<file path="src/rtl/core/thop_pkg.sv">
package thop_pkg;

   localparam logic [7:0] MinHeader = 8'd20;

   localparam logic [1:0] ST_OK        = 2'd0;
   localparam logic [1:0] ST_TRUNCATED = 2'd1;
   localparam logic [1:0] ST_MALFORMED = 2'd2;

   localparam logic [1:0] PH_IDLE   = 2'd0;
   localparam logic [1:0] PH_HEADER = 2'd1;
   localparam logic [1:0] PH_DONE   = 2'd2;

   localparam logic [1:0] W_KIND = 2'd0;
   localparam logic [1:0] W_LEN  = 2'd1;
   localparam logic [1:0] W_BODY = 2'd2;
   localparam logic [1:0] W_STOP = 2'd3;

   localparam logic [7:0] OPT_EOL   = 8'd0;
   localparam logic [7:0] OPT_NOP   = 8'd1;
   localparam logic [7:0] OPT_MSS   = 8'd2;
   localparam logic [7:0] OPT_WS    = 8'd3;
   localparam logic [7:0] OPT_SACKP = 8'd4;
   localparam logic [7:0] OPT_TS    = 8'd8;

   localparam int QueueDepth = 2;

   typedef struct packed {
      logic [1:0]  status;
      logic [15:0] source_port;
      logic [15:0] dest_port;
      logic [31:0] sequence_number;
      logic [31:0] ack_number;
      logic [5:0]  header_bytes;
      logic [7:0]  tcp_flag_bits;
      logic [15:0] window_size;
      logic [3:0]  option_present;
      logic [15:0] max_segment_size;
      logic [7:0]  window_scale_shift;
      logic [16:0] payload_offset;
   } result_type;

endpackage

</file>
<file path="src/rtl/core/tcp_header_option_parser.sv">
// tcp header and option parser
// req_ channel: one segment byte per word, header first; req_last_byte ends a
//   packet and req_start_offset is sampled with the first byte of a packet
// rsp_ channel: at most one result word per packet, given when the header
//   completes, when the data offset is below 20 bytes (status 2) or when the
//   packet ends before the header is complete (status 1); error words carry
//   zero in every other field
// bytes after the result are dropped until the byte marked last
// throughput: one byte per cycle while req_ready is high; each byte is decided by
//   the front parser, which holds the whole per-packet state
// path: a result reaches rsp_ through the parser output register, then
//   through a two-entry queue
// when the receiver stalls the queue fills and req_ready drops once it is
//   full and the parser register holds a word
// reset (synchronous, active high) empties the queue and returns the parser
//   to waiting for the first byte of a packet
module tcp_header_option_parser (
   input  logic        clock,
   input  logic        reset,
   input  logic        req_valid,
   output logic        req_ready,
   input  logic [7:0]  req_data_byte,
   input  logic        req_last_byte,
   input  logic [15:0] req_start_offset,
   output logic        rsp_valid,
   input  logic        rsp_ready,
   output logic [1:0]  rsp_status,
   output logic [15:0] rsp_source_port,
   output logic [15:0] rsp_dest_port,
   output logic [31:0] rsp_sequence_number,
   output logic [31:0] rsp_ack_number,
   output logic [5:0]  rsp_header_bytes,
   output logic [7:0]  rsp_tcp_flag_bits,
   output logic [15:0] rsp_window_size,
   output logic [3:0]  rsp_option_present,
   output logic [15:0] rsp_max_segment_size,
   output logic [7:0]  rsp_window_scale_shift,
   output logic [16:0] rsp_payload_offset
);

   logic                 mid_valid, mid_ready, mid_gate;
   thop_pkg::result_type mid_word, out_word;

   // front stalls only when its register holds a word the queue cannot take
   assign mid_gate = mid_ready || !mid_valid;

   thop_front u_front (
      .clock     (clock),
      .reset     (reset),
      .in_valid  (req_valid),
      .in_ready  (req_ready),
      .in_byte   (req_data_byte),
      .in_last   (req_last_byte),
      .in_offset (req_start_offset),
      .res_valid (mid_valid),
      .res_ready (mid_gate),
      .res_word  (mid_word)
   );

   thop_queue u_queue (
      .clock    (clock),
      .reset    (reset),
      .wr_valid (mid_valid),
      .wr_ready (mid_ready),
      .wr_word  (mid_word),
      .rd_valid (rsp_valid),
      .rd_ready (rsp_ready),
      .rd_word  (out_word)
   );

   assign rsp_status             = out_word.status;
   assign rsp_source_port        = out_word.source_port;
   assign rsp_dest_port          = out_word.dest_port;
   assign rsp_sequence_number    = out_word.sequence_number;
   assign rsp_ack_number         = out_word.ack_number;
   assign rsp_header_bytes       = out_word.header_bytes;
   assign rsp_tcp_flag_bits      = out_word.tcp_flag_bits;
   assign rsp_window_size        = out_word.window_size;
   assign rsp_option_present     = out_word.option_present;
   assign rsp_max_segment_size   = out_word.max_segment_size;
   assign rsp_window_scale_shift = out_word.window_scale_shift;
   assign rsp_payload_offset     = out_word.payload_offset;

   a_status_code: assert property (@(posedge clock) disable iff (reset)
      rsp_valid |-> rsp_status != 2'd3)
      else $error("bad status code");

   a_err_zero: assert property (@(posedge clock) disable iff (reset)
      (rsp_valid && rsp_status != thop_pkg::ST_OK) |->
         (rsp_header_bytes == 6'd0 && rsp_payload_offset == 17'd0))
      else $error("error word carries data");

   a_ok_len: assert property (@(posedge clock) disable iff (reset)
      (rsp_valid && rsp_status == thop_pkg::ST_OK) |->
         ({2'b00, rsp_header_bytes} >= thop_pkg::MinHeader))
      else $error("ok word with short header");

   a_no_loss: assert property (@(posedge clock) disable iff (reset)
      (mid_valid && !mid_ready) |=> mid_valid)
      else $error("front word dropped");

endmodule

</file>
<file path="src/rtl/core/thop_front.sv">
module thop_front (
   input  logic                   clock,
   input  logic                   reset,
   input  logic                   in_valid,
   output logic                   in_ready,
   input  logic [7:0]             in_byte,
   input  logic                   in_last,
   input  logic [15:0]            in_offset,
   output logic                   res_valid,
   input  logic                   res_ready,
   output thop_pkg::result_type   res_word
);

   logic [1:0]  phase_ff, phase_in;
   logic [5:0]  pos_ff, pos_in;
   logic [5:0]  hlen_ff, hlen_in;
   logic [15:0] base_ff, base_in;
   logic [31:0] ports_ff, ports_in;
   logic [63:0] seqack_ff, seqack_in;
   logic [23:0] flw_ff, flw_in;
   logic [1:0]  walk_ff, walk_in;
   logic [7:0]  kind_ff, kind_in;
   logic [7:0]  olen_ff, olen_in;
   logic [5:0]  seen_ff, seen_in;
   logic [3:0]  oflags_ff, oflags_in;
   logic [15:0] mss_ff, mss_in;
   logic [7:0]  ws_ff, ws_in;

   logic        fire;
   logic        emit;
   logic        active;
   logic [5:0]  p;
   logic [8:0]  wend;
   thop_pkg::result_type word;

   assign in_ready = res_ready;
   assign fire     = in_valid && in_ready;
   assign active   = phase_ff != thop_pkg::PH_DONE;

   always_comb begin
      phase_in  = phase_ff;
      pos_in    = pos_ff;
      hlen_in   = hlen_ff;
      base_in   = base_ff;
      ports_in  = ports_ff;
      seqack_in = seqack_ff;
      flw_in    = flw_ff;
      walk_in   = walk_ff;
      kind_in   = kind_ff;
      olen_in   = olen_ff;
      seen_in   = seen_ff;
      oflags_in = oflags_ff;
      mss_in    = mss_ff;
      ws_in     = ws_ff;
      emit      = 1'b0;
      word      = '0;
      wend      = '0;
      if (phase_ff == thop_pkg::PH_IDLE) begin
         pos_in = '0; hlen_in = '0; ports_in = '0; seqack_in = '0; flw_in = '0;
         walk_in = thop_pkg::W_KIND; kind_in = '0; olen_in = '0; seen_in = '0;
         oflags_in = '0; mss_in = '0; ws_in = '0;
         base_in = in_offset;
      end
      p = pos_in;
      if (active) begin
         if (p < 6'd4) ports_in = {ports_in[23:0], in_byte};
         else if (p < 6'd12) seqack_in = {seqack_in[55:0], in_byte};
         else if (p == 6'd12) hlen_in = {in_byte[7:4], 2'b00};
         else if (p < 6'd16) flw_in = {flw_in[15:0], in_byte};
         else if (p >= 6'd20) begin
            unique case (walk_in)
               thop_pkg::W_KIND: begin
                  if (in_byte == thop_pkg::OPT_EOL) walk_in = thop_pkg::W_STOP;
                  else if (in_byte == thop_pkg::OPT_NOP) walk_in = walk_in;
                  else if ({1'b0, p} + 7'd2 > {1'b0, hlen_in})
                     walk_in = thop_pkg::W_STOP;
                  else begin
                     kind_in = in_byte;
                     walk_in = thop_pkg::W_LEN;
                  end
               end
               thop_pkg::W_LEN: begin
                  olen_in = in_byte;
                  wend    = {3'b000, p} - 9'd1 + {1'b0, in_byte};
                  if (in_byte < 8'd2 || wend > {3'b000, hlen_in})
                     walk_in = thop_pkg::W_STOP;
                  else begin
                     if (kind_in == thop_pkg::OPT_MSS && in_byte == 8'd4) begin
                        oflags_in[0] = 1'b1; mss_in = '0;
                     end
                     if (kind_in == thop_pkg::OPT_WS && in_byte == 8'd3) begin
                        oflags_in[1] = 1'b1; ws_in = '0;
                     end
                     if (kind_in == thop_pkg::OPT_SACKP && in_byte == 8'd2)
                        oflags_in[2] = 1'b1;
                     if (kind_in == thop_pkg::OPT_TS && in_byte == 8'd10)
                        oflags_in[3] = 1'b1;
                     seen_in = '0;
                     walk_in = (in_byte == 8'd2) ? thop_pkg::W_KIND : thop_pkg::W_BODY;
                  end
               end
               thop_pkg::W_BODY: begin
                  if (kind_in == thop_pkg::OPT_MSS && olen_in == 8'd4)
                     mss_in = {mss_in[7:0], in_byte};
                  if (kind_in == thop_pkg::OPT_WS && olen_in == 8'd3)
                     ws_in = in_byte;
                  seen_in = seen_in + 6'd1;
                  if ({3'b000, seen_in} + 9'd2 >= {1'b0, olen_in})
                     walk_in = thop_pkg::W_KIND;
               end
               default: walk_in = walk_in;
            endcase
         end
         phase_in = thop_pkg::PH_HEADER;
         if (p == 6'd19 && {2'b00, hlen_in} < thop_pkg::MinHeader) begin
            emit = 1'b1;
            word.status = thop_pkg::ST_MALFORMED;
            phase_in = thop_pkg::PH_DONE;
         end else if (p >= 6'd19 && {1'b0, p} + 7'd1 >= {1'b0, hlen_in}) begin
            emit = 1'b1;
            word.status             = thop_pkg::ST_OK;
            word.source_port        = ports_in[31:16];
            word.dest_port          = ports_in[15:0];
            word.sequence_number    = seqack_in[63:32];
            word.ack_number         = seqack_in[31:0];
            word.header_bytes       = hlen_in;
            word.tcp_flag_bits      = flw_in[23:16];
            word.window_size        = flw_in[15:0];
            word.option_present     = oflags_in;
            word.max_segment_size   = mss_in;
            word.window_scale_shift = ws_in;
            word.payload_offset     = {1'b0, base_in} + {11'd0, hlen_in};
            phase_in = thop_pkg::PH_DONE;
         end else if (in_last) begin
            emit = 1'b1;
            word.status = thop_pkg::ST_TRUNCATED;
            phase_in = thop_pkg::PH_DONE;
         end else if (p < 6'd63) begin
            pos_in = p + 6'd1;
         end
      end
      if (in_last) phase_in = thop_pkg::PH_IDLE;
   end

   always_ff @(posedge clock) begin
      if (reset) begin
         phase_ff  <= thop_pkg::PH_IDLE;
         res_valid <= 1'b0;
      end else begin
         if (res_ready) res_valid <= fire && emit;
         if (fire) phase_ff <= phase_in;
      end
   end

   always_ff @(posedge clock) begin
      if (fire) begin
         pos_ff <= pos_in; hlen_ff <= hlen_in; base_ff <= base_in;
         ports_ff <= ports_in; seqack_ff <= seqack_in; flw_ff <= flw_in;
         walk_ff <= walk_in; kind_ff <= kind_in; olen_ff <= olen_in;
         seen_ff <= seen_in; oflags_ff <= oflags_in; mss_ff <= mss_in; ws_ff <= ws_in;
      end
      if (res_ready && fire && emit) res_word <= word;
   end

endmodule

</file>
<file path="src/rtl/core/thop_queue.sv">
module thop_queue (
   input  logic                 clock,
   input  logic                 reset,
   input  logic                 wr_valid,
   output logic                 wr_ready,
   input  thop_pkg::result_type wr_word,
   output logic                 rd_valid,
   input  logic                 rd_ready,
   output thop_pkg::result_type rd_word
);

   thop_pkg::result_type mem_ff [thop_pkg::QueueDepth];
   logic       wp_ff, rp_ff;
   logic [1:0] cnt_ff;
   logic       wr_fire, rd_fire;

   assign wr_ready = cnt_ff != 2'(thop_pkg::QueueDepth);
   assign rd_valid = cnt_ff != 2'd0;
   assign rd_word  = mem_ff[rp_ff];
   assign wr_fire  = wr_valid && wr_ready;
   assign rd_fire  = rd_valid && rd_ready;

   always_ff @(posedge clock) begin
      if (reset) begin
         wp_ff  <= 1'b0;
         rp_ff  <= 1'b0;
         cnt_ff <= 2'd0;
      end else begin
         if (wr_fire) wp_ff <= ~wp_ff;
         if (rd_fire) rp_ff <= ~rp_ff;
         cnt_ff <= cnt_ff + {1'b0, wr_fire} - {1'b0, rd_fire};
      end
   end

   always_ff @(posedge clock) begin
      if (wr_fire) mem_ff[wp_ff] <= wr_word;
   end

endmodule

</file>
<file path="config.mk">
export PLATFORM = sky130hd
export DESIGN_NAME = tcp_header_option_parser
export DESIGN_NICKNAME = d
export VERILOG_FILES = /design/src/rtl/core/thop_pkg.sv /design/src/rtl/core/tcp_header_option_parser.sv /design/src/rtl/core/thop_front.sv /design/src/rtl/core/thop_queue.sv
export SDC_FILE = /design/constraint.sdc
export NUM_CORES = 1
export LEC_CHECK = 0
export ABC_AREA = 0
export BUFFER_PORTS_ARGS = -buffer_cell sky130_fd_sc_hd__buf_4
export CAP_MARGIN = 10
export CORE_MARGIN = 2
export CORE_UTILIZATION = 40
export DETAILED_ROUTE_END_ITERATION = 7
export SETUP_SLACK_MARGIN = 0.1
export SKIP_LAST_GASP = 1
export SLEW_MARGIN = 15
export SYNTH_ARGS = -nofsm -noshare
export SYNTH_HDL_FRONTEND = slang
export SYNTH_SLANG_ARGS = --single-unit
</file>
<file path="constraint.sdc">
create_clock -name clock -period 49.8 [get_ports clock]
set_clock_uncertainty 0.1 [all_clocks]
set_input_delay 2.49 -clock clock [delete_from_list [all_inputs] [get_ports clock]]
set_output_delay 2.49 -clock clock [all_outputs]
set_load 0.05 [all_outputs]
</file>
* Yosys cells after proc, flatten, opt, wreduce, memory -nomap -nowiden *
Memories as Yosys holds them, arrays and structs flattened. A register that Yosys moved wholly into a read port is not among the register bits.
Cells that the tools add are included.

word-level totals
  flip-flop bits (word level) = 380
  input port bits = 29
  RAM bits = 346
  memories kept = 1

memory list
  memory          words  bits a word  read ports  clocked after memory_dff  wr ports  line              text
  u_queue.mem_ff  2      173          1           1                         1         thop_queue.sv:12  thop_pkg::result_type mem_ff [thop_pkg::QueueDepth];

cells by class
  multiplexer cells = 118
  order comparisons = 12
  bitwise operators = 4
  reduce and logical (&&, ||, !) cells = 25
  add/subtract/negate cells = 10
  equality and inequality tests = 17

operators with widths
  kind                                                                   count
  64-bit 2-to-1 mux                                                      4
  8-bit 2-to-1 mux                                                       29
  16-bit 2-to-1 mux                                                      11
  24-bit 2-to-1 mux                                                      6
  6-bit 2-to-1 mux                                                       20
  32-bit 2-to-1 mux                                                      3
  8-bit by 2-bit equality test with 1-bit output, second input constant  5
  2-bit 2-to-1 mux                                                       19
  4-bit 2-to-1 mux                                                       9
  16-bit one-hot mux with 2 select lines                                 1
  8-bit by 3-bit equality test with 1-bit output, second input constant  3
  16-bit by 6-bit adder with 17-bit output                               1
  8-bit by 4-bit equality test with 1-bit output, second input constant  2
  8-bit one-hot mux with 2 select lines                                  1
  6-bit by 2-bit adder with 7-bit output, second input constant          2
  1-bit logical AND                                                      14
  1-bit 2-to-1 mux                                                       13
  6-bit by 1-bit adder with 6-bit output, second input constant          2
  6-bit by 5-bit >= comparator with 1-bit output, second input constant  2
  6-bit by 5-bit < comparator with 1-bit output, second input constant   2
  6-bit one-hot mux with 2 select lines                                  1
  9-bit by 8-bit adder with 9-bit output                                 1
  9-bit by 8-bit >= comparator with 1-bit output                         1
  9-bit by 6-bit greater-than comparator with 1-bit output               1
  25 further kinds                                                       33

* Depth between registers and ports, before layout *
Gate-level depths: netlist of run 1.

  depth in word-level cells = 14
  mapped depth = 24
  mapped depth without buffers = 18

* Hierarchy *
Synthesis of run 1 repeated with hierarchy kept, for this count alone.

unflattened totals
  cell total of the unflattened synthesis = 2287
  area, all modules = 31916.9 um^2

by module, submodules not included
  module                    times used  area each (um^2)  cells an instance  seq. area each (um^2)
  thop_front                1           19090.8           1724               11260.8
  thop_queue                1           12819.8           562                10490.1
  tcp_header_option_parser  1           6.3               1                  0.0

* Least setup slack after synthesis of run 1 *
OpenSTA, ideal clock, no wires.

  kind = input to register
  from = in req_data_byte[7]
  to = reg u_front.res_word[0] (netlist bit), enable pin
  required time = 48.783 ns
  slack = 33.139 ns
  arrival time = 15.644 ns
  buffers on the path = 1
  stages on the path = 9
  cells stage by stage = clkbuf_1 nand3_1 a21o_1 ha_1 o221ai_1 nand2_1 nand2_1 o2111a_1 nor3_1

between the ends
  longest elaborated chain between the ends = 10
  elaborated cells between the ends (all ways) = 12
  classes of those cells = 2 x order compare; 7 x mux; 3 x reduce/logical

RTL lines
  item                                            line                            text
  start: declaration                              tcp_header_option_parser.sv:22  input logic [7:0] req_data_byte,
  6-bit 2-to-1 mux *                              thop_front.sv:68                else if (p == 6'd12) hlen_in = {in_byte[7:4], 2'b00};
  6-bit 2-to-1 mux *                              thop_front.sv:67                else if (p < 6'd12) seqack_in = {seqack_in[55:0], in_byte};
  6-bit 2-to-1 mux *                              thop_front.sv:66                if (p < 6'd4) ports_in = {ports_in[23:0], in_byte};
  6-bit 2-to-1 mux *                              thop_front.sv:65                if (active) begin
  7-bit by 6-bit >= comparator with 1-bit output  thop_front.sv:119               end else if (p >= 6'd19 && {1'b0, p} + 7'd1 >= {1'b0, hlen_in}) begin
  1-bit logical AND                               thop_front.sv:119
  1-bit 2-to-1 mux                                thop_front.sv:119
  1-bit 2-to-1 mux *                              thop_front.sv:115               if (p == 6'd19 && {2'b00, hlen_in} < thop_pkg::MinHeader) begin
  1-bit 2-to-1 mux *                              thop_front.sv:65
  1-bit logical AND *                             thop_front.sv:162               if (res_ready && fire && emit) res_word <= word;
  end signal: assignment                          thop_front.sv:162
  end: declaration                                thop_front.sv:11                output thop_pkg::result_type res_word

Mark *: on every way between the ends. The rest lies on a longest branch, timed or not. The select of a mux whose other input is x is not followed.
A chain may end at the register's enable or synchronous reset.

* Final worst setup path of run 1 *
  from = in req_data_byte[0]
  to = reg u_front.res_word[19] (netlist bit) (data pin)

between the ends
  longest elaborated chain between the ends = 10
  elaborated cells between the ends (all ways) = 14
  classes of those cells = 1 x add/sub; 2 x order compare; 1 x eq/ne; 8 x mux; 2 x reduce/logical

RTL lines
  item                                                                                                             line                                text
  9-bit by 8-bit adder with 9-bit output / 8-bit by 2-bit equality test with 1-bit output (equally long branches)  thop_front.sv:84, thop_front.sv:91
  9-bit by 6-bit greater-than comparator with 1-bit output / 1-bit logical AND (equally long branches)             thop_front.sv:85, thop_front.sv:91
  1-bit logical OR / 8-bit 2-to-1 mux (equally long branches)                                                      thop_front.sv:85, thop_front.sv:91
  8-bit 2-to-1 mux *                                                                                               thop_front.sv:85                    if (in_byte < 8'd2 || wend > {3'b000, hlen_in})
  8-bit one-hot mux with 2 select lines *                                                                          thop_front.sv:71                    unique case (walk_in)
  8-bit 2-to-1 mux *                                                                                               thop_front.sv:70                    else if (p >= 6'd20) begin
  8-bit 2-to-1 mux *                                                                                               thop_front.sv:69                    else if (p < 6'd16) flw_in = {flw_in[15:0], in_byte};
  8-bit 2-to-1 mux *                                                                                               thop_front.sv:68
  8-bit 2-to-1 mux *                                                                                               thop_front.sv:67
  8-bit 2-to-1 mux *                                                                                               thop_front.sv:66

Mark *: on every way between the ends. The rest lies on a longest branch, timed or not.

==> impl_results.md, run 1 <==
- Status: completed
- Ys async rst share: 0%
- Initial antenna violation count: 2
- Synth Flop Type: edfxtp_1
- Routed Antenna Nets: 0
- Endpoints failing hold: 0
- Synthesized-area fraction occupied by adder cells: between 2 and 2.5%
- Core area: 80400 µm²
- Total CTS buffers: 76
- CTS tree: done
- Period utilization: between 10% and 20%
- CP bufs+invs: 2
- Critical path, cell by cell: buf_4 > ha_1 > inv_1 > fa_1 > nand3b_1 > nand2_1 > xor2_1 > ha_1 > nand4_1 > o221ai_1 > o21bai_1 > a21boi_2 > a41oi_2 > a211o_1 > a32o_1
- Post-CTS Setup Repair Bufs: 0
- Root Driver: clkbuf_16
- Combinational power share: between 20% and 30%
- Largest area contributor in the netlist: edfxtp_1
- Net count, final: 2667
- Worst path arrival time: 6230 ps
- Critical Path Most Common Cell: ha_1
- Yosys cell types: between 80 and 90
- Worst R2R Start: u_front.phase_ff[1]$_SDFFE_PP0P_
- Initial DRC count: 1971
- Bufs on Longest Clock Path: 3
- Post-detail-place hpwl: 49700 µm
- Pint: around 1.2 mW
- PortBufs: 203
- Min Tclk post-route: 5960 ps
- Synth Area in Simple Gates: between 10% and 20%
- # fillers: 7073
- Syn Nets: between 2000 and 3000
- Worst slew margin: 19.3%
- Yosys reg bits: ~730
- Number of enable flip-flop cells after synthesis: about 720
- CP peak stage delay: 490 ps
- Total gr overflow: 0
- Final Max Tran Viols: 0
- Pwr dens: 45.2 nW/µm²
- Vias in the first global route: 20300
- Mux contribution to synthesized area: 6.68%
- Die Y: 289 µm
- Hold_ws: 340 ps
- Row cnt: around 100
- Via count: 20700
- First-pass GRT wire length: 121000 µm
- Hold buffers post-CTS: 0
- P_leak: between 10 and 15 nW
- Clock share of power: 35.4%
- GRT Util Overall: 18.8%
- IO Count: 204
- Starting Density: 40.3%
- Maximum VDD drop: about 21 µV
- Share of cells above drive strength 1: 21.4%
- Clk pin slew, worst setup/hold paths: 60 ps
- Post-Syn Instances: 2428
- Hold path startpoint: u_front.res_word[142]$_SDFFCE_PP0P_
- Worst setup path class: in2reg
- Top cell type's share of synthesized area: around 67%
- CP top delay family: compound AO/OA/AOI/OAI gates
- RSZ-0062 raised after global routing: false
- Max Fclk: 168 MHz
- Synth Area in Compound Gates: 9.82%
- Slowest-stage cell, CP: a211o_1
- Setup TNS: 0 ps
- Max-Cap Viols: 0
- # H-tree levels: 3
- Worst Path Max Fanout: 12
- Startpoint types: input pin
- Req. time, crit path: 50070 ps
- Sw power: 0.502 mW
- Largest net degree at the start of global routing: 164
- Die Wd: 289 µm
- Placer's final routability congestion estimate: 0.864
- Top cells by area, synth: edfxtp_1, mux2_2, nand2_1
- Crit end category: flip-flop
- Post-Syn Area: 32400 µm²
- Sinks on Clock Net: 727
- Main combinational cell family by area after synthesis: simple AND/OR/NAND/NOR gates
- Die Area: 83300 µm²
- Routed WL per cell: between 20 and 25 µm
- Total wire length: 80200 µm
- Final setup viols: 0
- Warnings from Yosys: 0
- Synth Area in XOR/XNOR: about 1.0%
- Remaining DRCs: 0
- Slew at the pin closest to its max-slew limit: 1210 ps
- Part of the Yosys area used for sequential elements: 67.1%
- Worst-skew pair later-pin latency: ~630 ps
- Min-Delay Path Class: reg2reg
- Drt pass-1 iters: 6
- Area Growth Syn to Fin: 16.2%
- Critical Path Start: req_data_byte[0]
- Syn_area_per_cell: 13.3 µm²
- Sequential Power Share: 44.1%
- Post-DR vias/cell: 5.58
- Net Sw Frac: 29.6%
- Final core occ: 46.8%
- PostCTS Resize Cnt: 0
-- worst register-to-register path, stage by stage, from the launching register on --
cell      delay, ps
dfxtp_2         310
buf_4           300
or2_2           400
nand2_1         210
ha_1            550
nand3_1         170
nor3_1          200
buf_4           230
nor2_1           60
a21oi_1         280
ha_1            240
a21oi_1          70
o21ai_0          80
a31oi_1         250
o2111a_1        300
nor3_2          780
buf_12          620
-- logic make-up (layout without fill, tap and decap cells) --
group,after synthesis,in the layout
buffers and inverters,219,435
AOI/OAI and AO/OA,438,438
xor gates and xnor gates,38,38
DFF,727,727
other,0,1
adders and majority gates,55,55
muxes,194,194
and+or+nand+nor,757,757
-- path summary, 6_finish.rpt --
path	slack, ps	cells after the start	endpoint
max	43840	15	u_front.res_word[19]$_SDFFCE_PP0P_
min	340	0	u_queue.mem_ff[0][142]$_DFFE_PP_
max reg2reg	43900	16	u_front.res_word[0]$_SDFFCE_PP0P_
min reg2reg	340	0	u_queue.mem_ff[0][142]$_DFFE_PP_
-- cell usage after synthesis, types with 18 or more instances --
library cell and number:
nand2_1 462, inv_1 64, and2_1 18, o221ai_1 33
o21ai_0 54, a22o_1 107, xnor2_1 22, a21oi_1 95
nand3_1 26, nor3_1 18, and3_1 101, nor2_1 69
ha_1 53, mux2_2 177, edfxtp_1 719, clkbuf_1 136
-- state kept, by name (all words and copies together) (netlist names), named ones only --
register / cells
u_front.seen_ff: 6
u_front.mss_ff: 16
u_front.flw_ff: 24
u_front.res_valid: 1
u_queue.mem_ff: 346
u_front.ws_ff: 8
u_front.base_ff: 16
u_front.olen_ff: 8
u_front.oflags_ff: 4
u_front.kind_ff: 8
u_front.ports_ff: 32
u_queue.rp_ff: 1
u_front.walk_ff: 2
u_front.seqack_ff: 64
u_front.hlen_ff: 6
u_queue.wp_ff: 1
u_front.pos_ff: 6
u_front.phase_ff: 2
u_front.res_word: 173
u_queue.cnt_ff: 2
-- area by class of cell --
class                   instances  area (µm²)  share of cell area, %
flip-flops and latches        727       21800                   57.8
diodes                          1        2.50                0.00665
multi-input cells            1482        9910                   26.3
clock inverters                52         683                   1.81
well taps                    1060        1330                   3.52
repair buffers                231        1750                   4.64
clock buffers                  87        1960                   5.22
inverters                      65         251                  0.668
-- stage by stage --
stage | setup WS, ps | power, mW | instances | instance area [µm²]
final | 43840 | 1.70 | 3705 | 37600
after global routing | 43550 | 1.76 | 3704 | 37600
after CTS | 43930 | 1.72 | 3704 | 37600
after detailed placement | 43280 | 1.11 | 3565 | 35000
after global placement | 43450 | 1.11 | 3565 | 35000
after floorplan | 33140 | 1.01 | 2428 | 32400
-- layer usage --
layer	up-vias	part of all wire [%]	global-route usage, %
met5	-	0.017	0
met4	2	2.9	6.92
met3	141	6.1	3.29
met2	755	49	30.5
met1	10300	42	25.4
li1	9467	-	-
-- cell usage in the layout, fill, tap and decap left out, drive strengths merged, types with 5 or more instances in the layout --
cell type	netlist	routed
edfxtp	719	719
nand2	462	462
buf	18	231
mux2	178	178
a22o	107	107
and3	101	101
a21oi	95	95
clkbuf	136	87
nor2	70	70
o21ai	68	68
inv	64	67
ha	53	53
o221ai	33	33
clkinv	1	33
nand3	26	26
xnor2	22	22
nor3	19	19
and2	18	18
a21boi	17	17
mux2i	16	16
xor2	16	16
bufinv	0	15
a21o	14	14
o21a	14	14
nand4	10	10
a222oi	9	9
a32o	9	9
a31oi	9	9
nand2b	8	8
dfxtp	8	8
o211ai	7	7
a31o	7	7
or2	7	7
or4	7	7
nor4	7	7
o31ai	6	6
a211oi	6	6
o22ai	5	5
nor2b	5	5
-- power groups by stage --
stage               clock, mW  sequential, mW  combinational (mW)
floorplan                   0           0.756               0.254
global placement            0           0.761               0.347
detailed placement          0           0.763               0.350
CTS                     0.615           0.751               0.352
global route            0.638           0.755               0.370
finish                  0.601           0.751               0.348
No activity file was read; power rests on OpenSTA's default activity.
==> run 2, diff against run 1 <==
--- a/config.mk
+++ b/config.mk
@@ -5,7 +5,7 @@
 export SDC_FILE = /design/constraint.sdc
 export NUM_CORES = 1
 export LEC_CHECK = 0
-export ABC_AREA = 0
+export ABC_AREA = 1
 export BUFFER_PORTS_ARGS = -buffer_cell sky130_fd_sc_hd__buf_4
 export CAP_MARGIN = 10
 export CORE_MARGIN = 2
==> constraint.sdc (replaced) <==
create_clock -name clock -period 4.8 [get_ports clock]
set_clock_uncertainty 0.1 [all_clocks]
set_input_delay 0.24 -clock clock [delete_from_list [all_inputs] [get_ports clock]]
set_output_delay 0.24 -clock clock [all_outputs]
set_load 0.05 [all_outputs]
==> run 2 against run 1 <==
Effect of this change:
- die area is 0.14% lower
- power grew to 10 times the previous value
- synthesized cell count up 11%
- first-iteration DRC count rose by 0.15%
- sequential power rose to 10 times the previous value
- cell count grew 8.5%
- utilization rose by 0.23 points
- via count up 1.7%
- non-clock buffer count grew 30
- setup slack got worse by 43000 ps
- combinational power rose to 11 times the previous value
- critical path depth is 11 higher
- largest cell class unchanged
- highest routed layer is now met4
==> impl_results.md, run 2 <==
- Status: completed
- Post-Syn Instances: 2703
- Finished Layout Cells: 4020
- Top cell type's share of synthesized area: about 67%
- Worst slack, placed: around 300 ps
- Root Driver: clkbuf_16
- Commonest cells in the netlist: edfxtp_1, nand2_1, nor2_1
- Reg2reg end: u_front.mss_ff[1]$_DFFE_PP_
- Number of enable flip-flop cells after synthesis: ~700
- Ys async rst share: 0%
- Die Area: 83200 µm²
- First-pass GRT wire length: between 100000 and 150000 µm
- Combinational power share: 21.7%
- Total gr overflow: 0
- Period utilization: 90.3%
- FF/Latch Area: 21800 µm²
- Worst R2R Start: u_front.phase_ff[0]$_SDFFE_PP0P_
- Core area: 80300 µm²
- Part of the Yosys area used for sequential elements: 67.2%
- GRT Util Overall: a little under a fifth
- Worst-skew pair later-pin latency: between 600 and 700 ps
- Largest area contributor in the netlist: edfxtp_1
- Slew at the pin closest to its max-slew limit: 1290 ps
- Top cells by area, synth: edfxtp_1, nand2_1, mux2_2
- Syn_area_per_cell: 12.0 µm²
- Commonest non-fill, non-tap cells in the layout: edfxtp_1, nand2_1, nor2_1
- Warnings from Yosys: 0
- Clk pin slew, worst setup/hold paths: 60 ps
- Min-Delay Path Class: in2reg
- Power Total: ~17 mW
- Critical Path Most Common Cell: nand2_1
- Bufs on Longest Clock Path: 3
- Final setup viols: 0
- P_leak: 13.6 nW
- Yosys cell types: 49
- Row cnt: 104
- Initial DRC count: 1974
- Sw power: 5.29 mW
- Crit path depth: 26
- Critical Path Start: u_front.phase_ff[0]$_SDFFE_PP0P_
- Vias in the first global route: about 21000
- Maximum VDD drop: 348 µV
- Sequential Power Share: 43.6%
- R2r setup slk: between 400 and 500 ps
- # H-tree levels: 3
- Commonest non-fill, non-tap cell in the layout: edfxtp_1
- Total CTS buffers: 78
- Footprint of the multi-input gates: 9400 µm²
- Max-Cap Viols: 0
- Sinks on Clock Net: 727
- Biggest regs: u_queue.mem_ff: 346 flops, u_front.res_word: 173 flops, u_front.seqack_ff: 64 flops
- Startpoint types: flip-flop
- Starting Density: between 40% and 50%
- Post-detail-place hpwl: 48800 µm
- Drt pass-1 iters: 6
- CTS tree: done
- Slowest-stage cell, CP: dfxtp_1
- Synth Flop Type: edfxtp_1
- Endpoints failing hold: 0
- RSZ-0062 raised after global routing: false
- Total wire length: 77200 µm
- End of the critical path: u_front.mss_ff[1]$_DFFE_PP_
- Max Fclk: 231 MHz
- Cells after DPL: roughly 3900
- Via count: 21000
- Worst setup path class: reg2reg
- Pwr dens: 463 nW/µm²
- Initial antenna violation count: 0
- Area Growth Syn to Fin: 16.7%
- Post-DR vias/cell: approximately 5.2
- Min Tclk post-route: 4330 ps
- Pint: approximately 12 mW
- Worst slew margin: 13.9%
- Share of cells above drive strength 1: 20.4%
- Crit end category: flip-flop
- Reg with most FFs: u_queue.mem_ff
- # fillers: 7094
- Die Y: roughly 290 µm
- PortBufs: 203
- Final core occ: between 40% and 50%
- Req. time, crit path: 5070 ps
- CP peak stage delay: 470 ps
- Routed WL per cell: 19.2 µm
- Max reg flops: ~350
- CP top delay family: simple AND/OR/NAND/NOR gates
- Placer's final routability congestion estimate: about 0.9
- Worst path arrival time: 4600 ps
- Setup TNS: 0 ps
- R2r worst-path depth: 26
- IO Count: between 200 and 250
- Die Wd: 288 µm
- Worst Path Max Fanout: 8
- Remaining DRCs: 0
- Post-route setup slack: 466 ps
- Routed Antenna Nets: 0
- Post-Syn Area: 32400 µm²
- Clock share of power: 34.7%
- Largest net degree at the start of global routing: 170
- Final Max Tran Viols: 0
- Yosys reg bits: 727
- Net Sw Frac: 30.3%
- Most numerous cell in the Yosys netlist: edfxtp_1
- Net count, final: 2980
- CP bufs+invs: 3
- Syn Nets: around 2800
## run 2: power groups by stage
stage	logic (mW)	registers [mW]	clock network (mW)
3_3_place_gp	3.80	7.73	0
2_1_floorplan	2.73	7.70	0
6_report	3.80	7.61	6.07
3_5_place_dp	3.82	7.74	0
4_1_cts	3.85	7.61	6.23
5_1_grt	4.04	7.65	6.47
## run 2: timing repair
| action | CTS | global route |
|---|---|---|
| resized for setup | 0 | 2 |
| buffers inserted | 0 | 2 |
| hold buffers | 15 | 0 |
| hold endpoints to repair | 19 | 0 |
| setup endpoints to repair | 0 | 203 |
## run 2: through the flow
| stage | instance area [µm²] | hold slack, ps |
|---|---|---|
| after floorplan | 32400 | 321 |
| after global placement | 35000 | 323 |
| after detailed placement | 35000 | 330 |
| after CTS | 37700 | 19.1 |
| after global routing | 37800 | 39.6 |
| final | 37800 | 54.3 |
## run 2: how the worst min path moves through the flow
stage / slack, ps / endpoint / cells past startpoint / from
6_report: 50 / u_front.olen_ff[2]$_DFFE_PP_ / 3 / req_data_byte[2]
2_1_floorplan: 320 / u_queue.mem_ff[0][0]$_DFFE_PP_ / 0 / u_front.res_word[0]$_SDFFCE_PP0P_
3_5_place_dp: 330 / u_queue.mem_ff[0][50]$_DFFE_PP_ / 0 / u_front.res_word[50]$_SDFFCE_PP0P_
5_1_grt: 40 / u_front.olen_ff[2]$_DFFE_PP_ / 3 / req_data_byte[2]
3_3_place_gp: 320 / u_queue.mem_ff[1][46]$_DFFE_PP_ / 0 / u_front.res_word[46]$_SDFFCE_PP0P_
4_1_cts: 20 / u_front.kind_ff[1]$_DFFE_PP_ / 3 / req_data_byte[1]
## run 2: routing by layer
metal	routed length, µm	up-vias	GRT usage [%]
met5	0	-	0
met4	1530	0	5.54
met3	4340	100	2.76
met2	37800	626	30.5
met1	33500	10300	24.8
li1	-	9979	-
## run 2: cell families (layout without fill, tap and decap cells)
family                   Yosys count  count (layout)  share of synthesized area [%]
adder cells (fa/ha/maj)           55              55                           2.17
XOR/XNOR                          25              25                          0.677
AND/OR/NAND/NOR                 1020            1020                           12.9
multiplexers                     173             173                           6.02
flip-flops                       727             727                           67.2
AO/OA/AOI/OAI                    405             405                           6.99
buffers and inverters            298             553                           4.02
other                              0               2                              0
## run 2: tightest hold or removal path, cell delays in order
cell and delay [ps]:
buf_4 190, nor2_1 120, a21oi_1 50
## run 2: final cells by class
| type | count | area share [%] |
|---|---|---|
| clock buffer | 100 | 5.58 |
| inverter | 150 | 1.52 |
| sequential | 727 | 57.6 |
| clock inverter | 42 | 1.28 |
| timing repair buffer | 261 | 5.62 |
| multi-input combinational | 1678 | 24.9 |
| antenna | 2 | 0.0133 |
| tap | 1060 | 3.51 |
==> run 3, diff against run 2 <==
--- a/config.mk
+++ b/config.mk
@@ -8,6 +8,7 @@
 export ABC_AREA = 1
 export BUFFER_PORTS_ARGS = -buffer_cell sky130_fd_sc_hd__buf_4
 export CAP_MARGIN = 10
+export CORE_ASPECT_RATIO = 0.8
 export CORE_MARGIN = 2
 export CORE_UTILIZATION = 40
 export DETAILED_ROUTE_END_ITERATION = 7
==> constraint.sdc (replaced) <==
create_clock -name clock -period 4.8 [get_ports clock]
set_clock_uncertainty 0.1 [all_clocks]
set_input_delay 0.72 -clock clock [delete_from_list [all_inputs] [get_ports clock]]
set_output_delay 0.72 -clock clock [all_outputs]
set_load 0.05 [all_outputs]
==> run 3 against run 2 <==
Effect of this change:
- final area fell by 0.83%
- global-route usage rose by 0.15 points
- die area about the same
- via count fell by 0.26%
- sequential share of layout area is 0.49 points higher
- worst hold slack better by 170 ps
- sequential power up 0.9%
- largest power group unchanged
- combinational power down 1%
- maximum frequency grew 2.5%
- utilization decreased by 0.39 points
- routed wire length up 1.1%
- clock power is 3.6% lower
==> impl_results.md, run 3 (synthesis results as in run 2) <==
- Initial DRC count: approximately 2200
- Reg2reg end: u_front.res_word[20]$_SDFFCE_PP0P_
- RSZ-0062 raised after global routing: false
- Post-route setup slack: 572 ps
- Core area: 80300 µm²
- Commonest non-fill, non-tap cells in the layout: edfxtp_1, nand2_1, nor2_1
- Total CTS buffers: 77
- Worst slack, placed: 141 ps
- CTS tree: done
- Worst-skew pair later-pin latency: roughly 630 ps
- First-pass GRT wire length: 119000 µm
- Pint: between 10 and 15 mW
- IO Count: 204
- R2r setup slk: approximately 570 ps
- Bufs on Longest Clock Path: 3
- Largest net degree at the start of global routing: 271
- Routed WL per cell: 19.7 µm
- Startpoint types: flip-flop
- Routed Antenna Nets: 0
- Worst Path Max Fanout: 9
- Slowest-stage cell, CP: dfxtp_4
- Met1 usage: 27.0%
- Worst R2R Start: u_front.phase_ff[1]$_SDFFE_PP0P_
- Root Driver: clkbuf_16
- R2r worst-path depth: 26
- Post-route cell area: 37500 µm²
- Min Tclk post-route: around 4200 ps
- Busiest grt layer: met2
- Sequential Power Share: 44.4%
- Starting Density: 40.3%
- CP top delay family: simple AND/OR/NAND/NOR gates
- Drt pass-1 iters: 8
- Worst slew margin: 4.15%
- Area Growth Syn to Fin: 15.7%
- Final setup viols: 0
- Total gr overflow: 0
- Worst path arrival time: 4510 ps
- CP bufs+invs: 3
- CP peak stage delay: 420 ps
- Finished Layout Cells: 3967
- Setup TNS: 0 ps
- Commonest non-fill, non-tap cell in the layout: edfxtp_1
- Cells after DPL: 3833
- Post-detail-place hpwl: between 40000 and 50000 µm
- Endpoints failing hold: 0
- Final core occ: 46.7%
- Max Fclk: approximately 240 MHz
- Combinational power share: 21.7%
- Pwr dens: 461 nW/µm²
- Share of cells above drive strength 1: 19.9%
- Maximum VDD drop: 357 µV
- GRT Util Overall: 18.5%
- Crit end category: flip-flop
- Row cnt: between 90 and 100
- Post-Place Cell Area: 35000 µm²
- Slew at the pin closest to its max-slew limit: 1440 ps
- Worst setup path class: reg2reg
- Die Y: 258 µm
- Die Area: around 83000 µm²
- Crit path depth: 26
- Sw power: 5.25 mW
- Req. time, crit path: 5080 ps
- Status: completed
- Max reg flops: 346
- Max-Cap Viols: 0
- # H-tree levels: 3
- Critical Path Most Common Cell: nand2_1
- Clk pin slew, worst setup/hold paths: around 60 ps
- Total wire length: 78000 µm
- Net count, final: 2952
- Die Wd: 322 µm
- Met3 Resource Use GR: 3.74%
- Biggest regs: u_queue.mem_ff: 346 flops, u_front.res_word: 173 flops, u_front.seqack_ff: 64 flops
- Initial antenna violation count: 1
- Critical Path Start: u_front.phase_ff[1]$_SDFFE_PP0P_
- Met2 Use GR: 28.1%
- PortBufs: 203
- Clock share of power: roughly a third
- Via count: roughly 21000
- P_leak: 13.4 nW
- # fillers: a little over 7000
- Min-Delay Path Class: in2reg
- Placer's final routability congestion estimate: between 0.8 and 0.9
- Hold buffers post-CTS: 0
- Net Sw Frac: 30.4%
- Vias in the first global route: 20200
- Remaining DRCs: 0
- Sinks on Clock Net: 727
- Final Max Tran Viols: 0
- Post-DR vias/cell: approximately 5.3
- End of the critical path: u_front.res_word[20]$_SDFFCE_PP0P_
- Reg with most FFs: u_queue.mem_ff
- Period utilization: between 80% and 90%
## run 3: cell types whose count changed in the layout (fill, tap and decap cells not counted), moves of 3 or more
cell	change
inv_6	-3
buf_4	-18
clkbuf_8	-3
clkinvlp_4	-4
buf_12	+3
dlygate4sd3_1	-15
## run 3: how the worst min path moves through the flow
stage                                        from                         endpoint  slack, ps  depth (start not counted)
2_1_floorplan   u_front.res_word[0]$_SDFFCE_PP0P_   u_queue.mem_ff[0][0]$_DFFE_PP_        320                          0
3_3_place_gp    u_front.res_word[5]$_SDFFCE_PP0P_   u_queue.mem_ff[0][5]$_DFFE_PP_        320                          0
3_5_place_dp   u_front.res_word[93]$_SDFFCE_PP0P_  u_queue.mem_ff[1][93]$_DFFE_PP_        330                          0
4_1_cts                                     reset                        flip-flop        180                          2
5_1_grt                                     reset                        flip-flop        200                          2
6_report                                    reset                        flip-flop        220                          2
## run 3: worst register-to-register path, delay by kind of cell, from the launching register on
kind	cells	cell delay [ps]
AND/OR/NAND/NOR	15	1530
adder cells (fa/ha/maj)	3	850
XOR/XNOR	2	470
flip-flops	1	420
AO/OA/AOI/OAI	3	370
buffers and inverters	3	240
## run 3: cell type report
cell class	count	area [µm²]	area share, %
Clock buffer	95	2020	5.38
Sequential cell	727	21800	58.1
Antenna cell	1	2.50	0.00668
Multi-Input combinational cell	1678	9410	25.1
Tap cell	1045	1310	3.49
Inverter	150	573	1.53
Clock inverter	37	427	1.14
Timing Repair Buffer	234	1960	5.23
## run 3: what timing repair did
action | CTS | global route
setup endpoints to repair | 0 | 148
buffers inserted | 0 | 0
resized for setup | 0 | 7
## run 3: layer usage
metal	wire (µm)	vias up
met5	0	-
met4	1470	0
met3	5170	100
met2	35000	750
met1	36400	10200
li1	-	9927
## run 3: power groups by stage
| stage | sequential [mW] | combinational [mW] | clock [mW] |
|---|---|---|---|
| after floorplan | 7.70 | 2.73 | 0 |
| after global placement | 7.80 | 3.77 | 0 |
| after detailed placement | 7.81 | 3.77 | 0 |
| after CTS | 7.69 | 3.79 | 5.99 |
| after global routing | 7.73 | 3.99 | 6.22 |
| final | 7.68 | 3.76 | 5.85 |
## run 3: per-stage QoR
step | hold WS [ps] | power [mW]
CTS | 175 | 17.5
detailed placement | 331 | 11.6
finish | 222 | 17.3
global placement | 324 | 11.6
floorplan | 321 | 10.4
global route | 200 | 17.9
